<file path="config.mk">
export PLATFORM = sky130hd
export DESIGN_NAME = phid_row_unit
export DESIGN_NICKNAME = d
export VERILOG_FILES = /design/src/rtl/pad_hit_position_to_id_macros.svh /design/src/rtl/phid_pkg.sv /design/src/rtl/phid_row_unit.sv
export SDC_FILE = /design/constraint.sdc
export NUM_CORES = 1
export LEC_CHECK = 0
export BUFFER_PORTS_ARGS = -buffer_cell sky130_fd_sc_hd__buf_2
export CAP_MARGIN = 10
export CORE_MARGIN = 2
export CORE_UTILIZATION = 31
export CTS_BUF_LIST = sky130_fd_sc_hd__clkbuf_8
export DETAILED_ROUTE_END_ITERATION = 8
export GPL_TIMING_DRIVEN = 0
export MAX_ROUTING_LAYER = met4
export PLACE_DENSITY_LB_ADDON = 0.12
export SYNTH_ARGS = -nofsm -noshare
export SYNTH_HDL_FRONTEND = slang
export SYNTH_SLANG_ARGS = --single-unit
</file>
<file path="constraint.sdc">
create_clock -name clk -period 9.4 [get_ports clk]
set_clock_uncertainty 0.2 [all_clocks]
set_input_delay 0.94 -clock clk [delete_from_list [all_inputs] [get_ports clk]]
set_output_delay 0.94 -clock clk [all_outputs]
set_load 0.02 [all_outputs]
</file>
<file path="src/rtl/pad_hit_position_to_id_macros.svh">
// Assertion helpers used by the top-level design file. Each macro expects signals
// named clk and rst in the module that uses it.
`ifndef PAD_HIT_POSITION_TO_ID_MACROS_SVH
`define PAD_HIT_POSITION_TO_ID_MACROS_SVH

// The consequent holds in the same cycle as the antecedent.
`define PHID_ASSERT_SAME(lbl, ante, cons, msg) \
  lbl: assert property (@(posedge clk) disable iff (rst) (ante) |-> (cons)) else $error(msg);

// The consequent holds in the cycle after the antecedent.
`define PHID_ASSERT_NEXT(lbl, ante, cons, msg) \
  lbl: assert property (@(posedge clk) disable iff (rst) (ante) |=> (cons)) else $error(msg);

`endif

</file>
<file path="src/rtl/phid_pkg.sv">
package phid_pkg;

  localparam int POS_W = 24;
  localparam int HEIGHT_W = 23;
  localparam int COUNT_W = 7;
  localparam int LINE_CNT_W = 2;
  localparam int LINE_W = 64;
  localparam int ROW_W = 6;
  localparam int COL_W = 2;
  localparam int PAD_W = 9;
  localparam int CFG_IDX_W = 3;

  // Default number of boundary lines built into the block.
  localparam int MAX_COLUMN_LINES_DEF = 3;

  // Number of rows the board may have at most.
  localparam logic [COUNT_W-1:0] ROWS_LIMIT = 7'd64;

  // Register stages from the input register to the row and column results.
  localparam int ROW_LAT = 10;
  localparam int COL_LAT = 3;

  // Configuration register indexes.
  localparam logic [CFG_IDX_W-1:0] REG_ROW_FIRST_END = 3'd0;
  localparam logic [CFG_IDX_W-1:0] REG_ROW_LAST_BEGIN = 3'd1;
  localparam logic [CFG_IDX_W-1:0] REG_ROW_HEIGHT = 3'd2;
  localparam logic [CFG_IDX_W-1:0] REG_ROW_COUNT = 3'd3;
  localparam logic [CFG_IDX_W-1:0] REG_LINE_COUNT = 3'd4;
  localparam logic [CFG_IDX_W-1:0] REG_COLUMN_LINE_BASE = 3'd5;

  // Row geometry handed to the row unit.
  typedef struct packed {
    logic signed [POS_W-1:0] first_end;
    logic signed [POS_W-1:0] last_begin;
    logic [HEIGHT_W-1:0]     height;
    logic [COUNT_W-1:0]      count;
  } row_cfg_t;

endpackage

</file>
<file path="src/rtl/phid_row_unit.sv">
// Row lookup: classifies y against the first and last rows and divides the
// offset into the inner rows by the row height, one quotient bit per stage.
module phid_row_unit (
  input  logic                            clk,
  input  logic signed [phid_pkg::POS_W-1:0] y,
  input  phid_pkg::row_cfg_t              cfg,
  output logic [phid_pkg::ROW_W-1:0]      row
);

  localparam int NUM_W = phid_pkg::POS_W + 1;
  localparam int DIV_STEPS = phid_pkg::ROW_W;
  localparam int CMP_W = phid_pkg::HEIGHT_W + DIV_STEPS;

  typedef struct packed {
    logic                          below;
    logic                          above;
    logic                          sat;
    logic [NUM_W-1:0]              rem;
    logic [phid_pkg::ROW_W-1:0]    quo;
  } div_stage_t;

  logic [phid_pkg::HEIGHT_W-1:0] h_eff;
  logic [phid_pkg::COUNT_W-1:0]  rc_eff;
  logic [phid_pkg::ROW_W-1:0]    last_row;
  logic signed [NUM_W-1:0]       diff_full;

  logic                          below1;
  logic                          above1;
  logic [phid_pkg::POS_W-1:0]    diff1;
  logic                          below2;
  logic                          above2;
  logic [NUM_W-1:0]              num2;
  div_stage_t                    div [0:DIV_STEPS];
  logic [CMP_W-1:0]              h_sh [1:DIV_STEPS];
  logic [DIV_STEPS:1]            take;
  logic [phid_pkg::ROW_W-1:0]    row_next;

  always_comb begin
    h_eff = (cfg.height == '0) ? phid_pkg::HEIGHT_W'(1) : cfg.height;
    if (cfg.count == '0) begin
      rc_eff = phid_pkg::COUNT_W'(1);
    end else if (cfg.count > phid_pkg::ROWS_LIMIT) begin
      rc_eff = phid_pkg::ROWS_LIMIT;
    end else begin
      rc_eff = cfg.count;
    end
    last_row = phid_pkg::ROW_W'(rc_eff - phid_pkg::COUNT_W'(1));
    diff_full = {y[phid_pkg::POS_W-1], y} -
                {cfg.first_end[phid_pkg::POS_W-1], cfg.first_end};
  end

  // Stage 1: where y lies relative to the first and last rows. When y is
  // above the first row end, the offset is positive and fits in 24 bits.
  always_ff @(posedge clk) begin
    below1 <= (y <= cfg.first_end);
    above1 <= (y > cfg.last_begin);
    diff1  <= diff_full[phid_pkg::POS_W-1:0];
  end

  // Stage 2: bias the numerator so that the floor division gives the ceiling.
  always_ff @(posedge clk) begin
    below2 <= below1;
    above2 <= above1;
    num2   <= NUM_W'(diff1) + NUM_W'(h_eff) - NUM_W'(1);
  end

  // Trial subtraction for each division step.
  always_comb begin
    for (int j = 1; j <= DIV_STEPS; j++) begin
      h_sh[j] = CMP_W'(h_eff) << (DIV_STEPS - j);
      take[j] = (CMP_W'(div[j-1].rem) >= h_sh[j]);
    end
  end

  // Stage 3: a quotient of 64 or more saturates at the last row anyway.
  // Every later stage is one restoring division step, most significant
  // quotient bit first.
  always_ff @(posedge clk) begin
    div[0].below <= below2;
    div[0].above <= above2;
    div[0].sat   <= (CMP_W'(num2) >= (CMP_W'(h_eff) << DIV_STEPS));
    div[0].rem   <= num2;
    div[0].quo   <= '0;
    for (int j = 1; j <= DIV_STEPS; j++) begin
      div[j].below <= div[j-1].below;
      div[j].above <= div[j-1].above;
      div[j].sat   <= div[j-1].sat;
      div[j].rem   <= take[j] ? (div[j-1].rem - h_sh[j][NUM_W-1:0]) : div[j-1].rem;
      div[j].quo   <= div[j-1].quo | (phid_pkg::ROW_W'(take[j]) << (DIV_STEPS - j));
    end
  end

  always_comb begin
    if (div[DIV_STEPS].below) begin
      row_next = '0;
    end else if (div[DIV_STEPS].above || div[DIV_STEPS].sat) begin
      row_next = last_row;
    end else if (div[DIV_STEPS].quo > last_row) begin
      row_next = last_row;
    end else begin
      row_next = div[DIV_STEPS].quo;
    end
  end

  always_ff @(posedge clk) begin
    row <= row_next;
  end

endmodule

</file>
==> Yosys cells after proc, flatten, opt, wreduce, memory -nomap -nowiden <==
Memories as Yosys holds them, arrays and structs flattened.
Index checks and enable logic that the tools add are counted.
{ "classes": {"addsub": 10, "magnitude_cmp": 11, "muxes": 11, "bitwise": 6, "reduce_logical": 3} }
{ "op_table": {"columns": ["cell", "count"], "rows": [
  ["two-way mux 25 bit", 6],
  ["subtractor 25 bit", 4],
  ["greater-or-equal comparator 25 x 29 -> 1 bit", 1],
  ["greater-or-equal comparator 25 x 28 -> 1 bit", 1],
  ["greater-or-equal comparator 25 x 27 -> 1 bit", 1],
  ["greater-or-equal comparator 25 x 26 -> 1 bit", 1],
  ["adder 24 x 23 -> 25 bit", 1],
  ["greater-or-equal comparator 25 x 23 -> 1 bit", 1],
  ["greater-or-equal comparator 25 x 24 -> 1 bit", 1],
  ["greater-or-equal comparator 25 bit", 1],
  ["subtractor 25 x 1 -> 25 bit, second input constant", 1],
  ["subtractor 25 x 23 -> 25 bit", 1],
  ["subtractor 25 x 24 -> 25 bit", 1],
  ["greater-than comparator 24 bit", 1],
  ["less-or-equal comparator 24 bit", 1],
  ["two-way mux 6 bit", 4],
  ["subtractor 24 bit", 1],
  ["zero test 23 bit", 1],
  ["two-way mux 23 bit", 1],
  ["greater-than comparator 7 bit, second input constant", 1],
  ["zero test 7 bit", 1],
  ["greater-than comparator 6 bit", 1],
  ["OR 6 x 1 -> 6 bit", 1],
  ["OR 6 x 2 -> 6 bit", 1],
  ["6 further kinds", 6]
]} }
{ "word_totals": {"ff_bits": 59, "mem_bits_rw": 238, "input_bits": 103, "word_cells": 49, "mem_count": 1} }
{ "mem_list": {"columns": ["memory", "words", "word_bits", "read_ports", "rd_ports_with_merged_regs", "write_ports", "line", "text"], "rows": [
  ["div", 7, 34, 7, 0, 7, "phid_row_unit.sv:33", "div_stage_t div [0:DIV_STEPS];"]
]} }

==> Depth between registers and ports, before layout <==
{ "logic_depth": {"word_depth": 7, "mapped_depth": 17, "depth_no_buf": 17} }

==> Worst setup path after synthesis <==
Ideal clock, no wire load.
{ "synth_path": {"path_type": "input port to flip-flop", "start": "in cfg[25] (netlist bit)", "end": "mem div[5][26] (netlist bit)", "setup_time_ns": 0.121, "arrival_time_ns": 4.360, "setup_slack_ns": 4.719, "path_stages": 16, "n_path_buf": 1, "path_cell_list": "nor4_1 > nand2_1 > nor4_1 > a41o_1 > ha_1 > inv_1 > fa_1 > a21oi_1 > o21ai_0 > a21oi_2 > a31oi_1 > a41o_1 > a221o_1 > a21oi_4 > buf_6 > mux2_2"} }
{ "synth_lines": {"columns": ["item", "line", "text"], "rows": [
  ["start, declared", "phid_row_unit.sv:6", "input phid_pkg::row_cfg_t cfg,"],
  ["end, declared", "phid_row_unit.sv:33", null]
]} }

==> impl_summary.txt <==
----------------------------------------------------
[Run status]
  Result of the run ... finished clean

[Clocking]
  Worst-case clock buffer depth ... 3
  Clk Latency, worst-skew pair ... 0.64 ns
  Clock tree from TritonCTS ... done
  Count of hold-fix buffers inserted at cts ... 0
  Clock-pin slew on the worst setup and hold paths ... 0.06 ns
  TritonCTS buffer count ... 48
  Number of H-tree branching levels ... 2
  Post-CTS setup-driven buffer insertion count ... 0
  Number of cells upsized or downsized after cts ... 0
  Clock net sink count ... 251
  Root buf cell ... clkbuf_8

[Place]
  HPWL Detailed ... 34500 um
  Routability congestion estimate from global placement ... 0.902
  Buffers on Ports ... 108

[STA]
  Setup repair after global routing missed its margin ... false
  Final period demand of the worst path ... 5.57 ns
  Count of endpoints failing hold in the final timing report ... 0
  Highest achievable clock rate ... 179 MHz
  Relative max-transition margin ... 0.277
  Setup violators final ... 0
  Hold slack final ... 0.122 ns
  Worst slew pin tran ... 1.07 ns
  Sum of negative setup slack ... 0 ns
  Tcrit/Tclk final ... 0.593
  Max-slew violations ... 0

[Floorplan]
  Floorplan row count ... 84
  Floorplan die area ... 0.0548 mm2
  Top Ports ... 109
  Die X-Extent ... 234 um
  Area of the placeable core ... 0.0524 mm2
  Starting density of the core ... 0.313
  Overall die height ... 234 um

[Worst setup path]
  Critical path cell sequence ... buf_2 -> nor4_1 -> nand2_1 -> nor4_1 -> a41o_1 -> ha_1 -> inv_1 -> fa_1 -> a21oi_1 -> o21ai_0 -> a21oi_2 -> a31oi_1 -> a41o_1 -> a221o_1 -> a21oi_4 -> buf_6 -> mux2_2
  Cell with the biggest individual delay on the critical path ... nor4_1
  Maximum fanout along the worst path ... 10
  Crit path largest cell delay ... 0.68 ns
  Cell family with the largest share of critical-path delay ... compound AO/OA/AOI/OAI gates
  Crit path buffers/inverters ... 3
  Crit end category ... flip-flop
  Worst setup path category ... in2reg
  Signal arrival time at the worst endpoint ... 5.87 ns
  Data required time at the worst endpoint ... 9.70 ns
  Critical Path Source Type ... input port

[Synthesis]
  Number of synthesized flops with an enable pin ... 0
  Ys flop type ... dfxtp_1
  Proportion of register bits with asynchronous set or reset after synthesis ... 0
  Syn nets ... 2166
  Number of instances in the synthesized netlist ... 1805
  Yosys warning count ... 0
  Flip-flop and latch count after synthesis ... 251
  Synthesized area per cell ... 9.10 um2
  Fraction of the yosys area taken by sequential cells ... 0.306
  Post-synthesis cell area ... 0.0164 mm2
  Number of distinct library cell variants in the gate-level netlist after synthesis ... 75

[Drt]
  Wire length per cell after detailed routing ... 15.9 um
  Via count normalized by instance count ... 4.86
  First-pass detailed-route iteration total ... 6
  Post-route DRC violation count ... 0
  Total wire length after detailed routing ... 42900 um
  Number of nets with antenna violations after routing ... 0
  Violation count after the first detailed-routing iteration ... 356
  Routed vias ... 13.1k

[GRT]
  Largest net degree at the start of global routing ... 14
  Global-route wire length before repair ... 68000 um
  Via count of the first global-routing pass ... 13.7k
  Initial antenna violation count ... 2
  GR Util All Layers ... 0.163
  Total gr overflow ... 0

[Final layout]
  Nets ... 2325
  Layout fillers ... 5347
  Layout cell share with drive strength beyond 1 ... 0.145
  Area added between synthesis and finish ... 14.5%

[Power]
  Internal Power ... 3750 uW
  Max IR drop VDD ... 0.109 mV
  Share of total power consumed by net switching ... 0.404
  Reg power frac ... 0.284
  Part of the total power dissipated in the clock network ... 0.172
  Fraction of power consumed by combinational cells ... 0.544
  Power density over cell area ... 335 mW/mm2
  Psw ... 2540 uW
  Leakage power total ... 0.00892 uW

[Flow run]
  Number of max-capacitance violations reported ... 0

[Min path]
  Hold WC Path Type ... reg2reg

----------------------------------------------------
Yosys cell counts, types with 8 or more instances:
library cell | number | area share
xor2_1 | 41 | 0.022
o21a_1 | 28 | 0.013
o21bai_1 | 11 | 0.0050
o31ai_1 | 11 | 0.0050
nand2_1 | 72 | 0.016
nand4_1 | 36 | 0.014
nor4_1 | 15 | 0.0057
o21ai_0 | 75 | 0.023
inv_1 | 191 | 0.044
mux2_1 | 14 | 0.0096
mux2_2 | 80 | 0.055
nand3_1 | 40 | 0.012
and3_1 | 11 | 0.0042
a31oi_1 | 12 | 0.0046
o211ai_1 | 10 | 0.0046
a211oi_1 | 13 | 0.0059
a21o_1 | 85 | 0.039
a21oi_1 | 151 | 0.046
nor2b_1 | 26 | 0.0099
xnor2_1 | 83 | 0.044
nand2b_1 | 20 | 0.0076
buf_2 | 8 | 0.0024
nor3_1 | 22 | 0.0067
ha_1 | 251 | 0.19
nor2_1 | 97 | 0.022
mux2i_1 | 9 | 0.0055
clkbuf_1 | 11 | 0.0025
dfxtp_1 | 251 | 0.31
layout by cell type, fill, tap and decap left out, types with 6 or more instances in the layout:
cell type  count
a211o_1        7
a211oi_1      13
a21boi_0       6
a21o_1        85
a21oi_1      151
a31oi_1       12
and2_1         6
and3_1        11
buf_2        117
clkbuf_1      11
clkbuf_8      63
clkinv_2       6
dfxtp_1      251
fa_1           7
ha_1         251
inv_1        203
mux2_1        14
mux2_2        80
mux2i_1        9
nand2_1       72
nand2b_1      20
nand3_1       40
nand4_1       36
nor2_1        97
nor2b_1       26
nor3_1        22
nor4_1        15
o211ai_1      10
o21a_1        28
o21ai_0       75
o21bai_1      11
o311ai_0       6
o31a_1         7
o31ai_1       11
or2_2          6
or3_1          7
xnor2_1       83
xor2_1        41
per-layer routing:
layer  track usage  vias up  wire (um)
li1              -     6832          -
met1         0.174     5903      18400
met2         0.285      228      20700
met3        0.0252      103       1410
met4        0.0938        0       2380
met5             -        -          0
final timing paths:
kind | from | to | slack, ns | depth (start not counted)
min reg2reg | div[2][31]$_DFF_P_ | div[3][31]$_DFF_P_ | 0.12 | 0
max | cfg[11] | div[5][26]$_DFF_P_ | 3.83 | 17
min | div[2][31]$_DFF_P_ | div[3][31]$_DFF_P_ | 0.12 | 0
max reg2reg | div[4][7]$_DFF_P_ | div[5][26]$_DFF_P_ | 5.46 | 13
registers in the layout (all words and copies together) (netlist names):
signal and count:
num2 25, above2 1, above1 1, div 192, row 6, diff1 24, below1 1, below2 1
worst reg2reg max path: cells and delay by family, from the launching register on:
family	cells	cell delay (ns)
AOI/OAI and AO/OA	7	1.99
adders and majority gates	2	0.60
buffers and inverters	3	0.38
muxes	1	0.36
DFF	1	0.29
cell type report:
type                       count  area [um2]  area share
inverter                     191         717      0.0381
tap                          688         861      0.0458
multi-input combinational   1341       10600       0.562
clock buffer                  63         867      0.0461
timing repair buffer         109         546      0.0290
clock inverter                21         108     0.00572
antenna                        2        5.00    0.000266
sequential                   251        5020       0.267
buffer                        22         111     0.00592
kinds of logic after synthesis:
kind of cell / synth area share
AO/OA/AOI/OAI: 0.192
AND/OR/NAND/NOR: 0.116
adder cells (fa/ha/maj): 0.200
flip-flops: 0.306
buffers and inverters: 0.0504
XOR/XNOR: 0.0661
multiplexers: 0.0699
power by group through the flow:
stage	logic, uW	clock network [uW]	registers [uW]
after floorplan	2720	0	1720
after global placement	3390	0	1810
after detailed placement	3410	0	1800
after CTS	3440	1130	1780
after global routing	3870	1170	1830
final	3430	1080	1780
per-stage QoR:
| stage | total power [uW] | setup WS, ns | instances | util | area, um2 |
|---|---|---|---|---|---|
| after CTS | 6360 | 3.70 | 2686 | 0.359 | 18800 |
| after detailed placement | 5210 | 3.05 | 2602 | 0.340 | 17800 |
| final | 6290 | 3.83 | 2688 | 0.359 | 18800 |
| after global placement | 5200 | 2.98 | 2601 | 0.340 | 17800 |
| after floorplan | 4440 | 4.72 | 1805 | - | 16400 |
| after global routing | 6870 | 3.46 | 2688 | 0.359 | 18800 |
No activity file was read; power rests on OpenSTA's default activity.
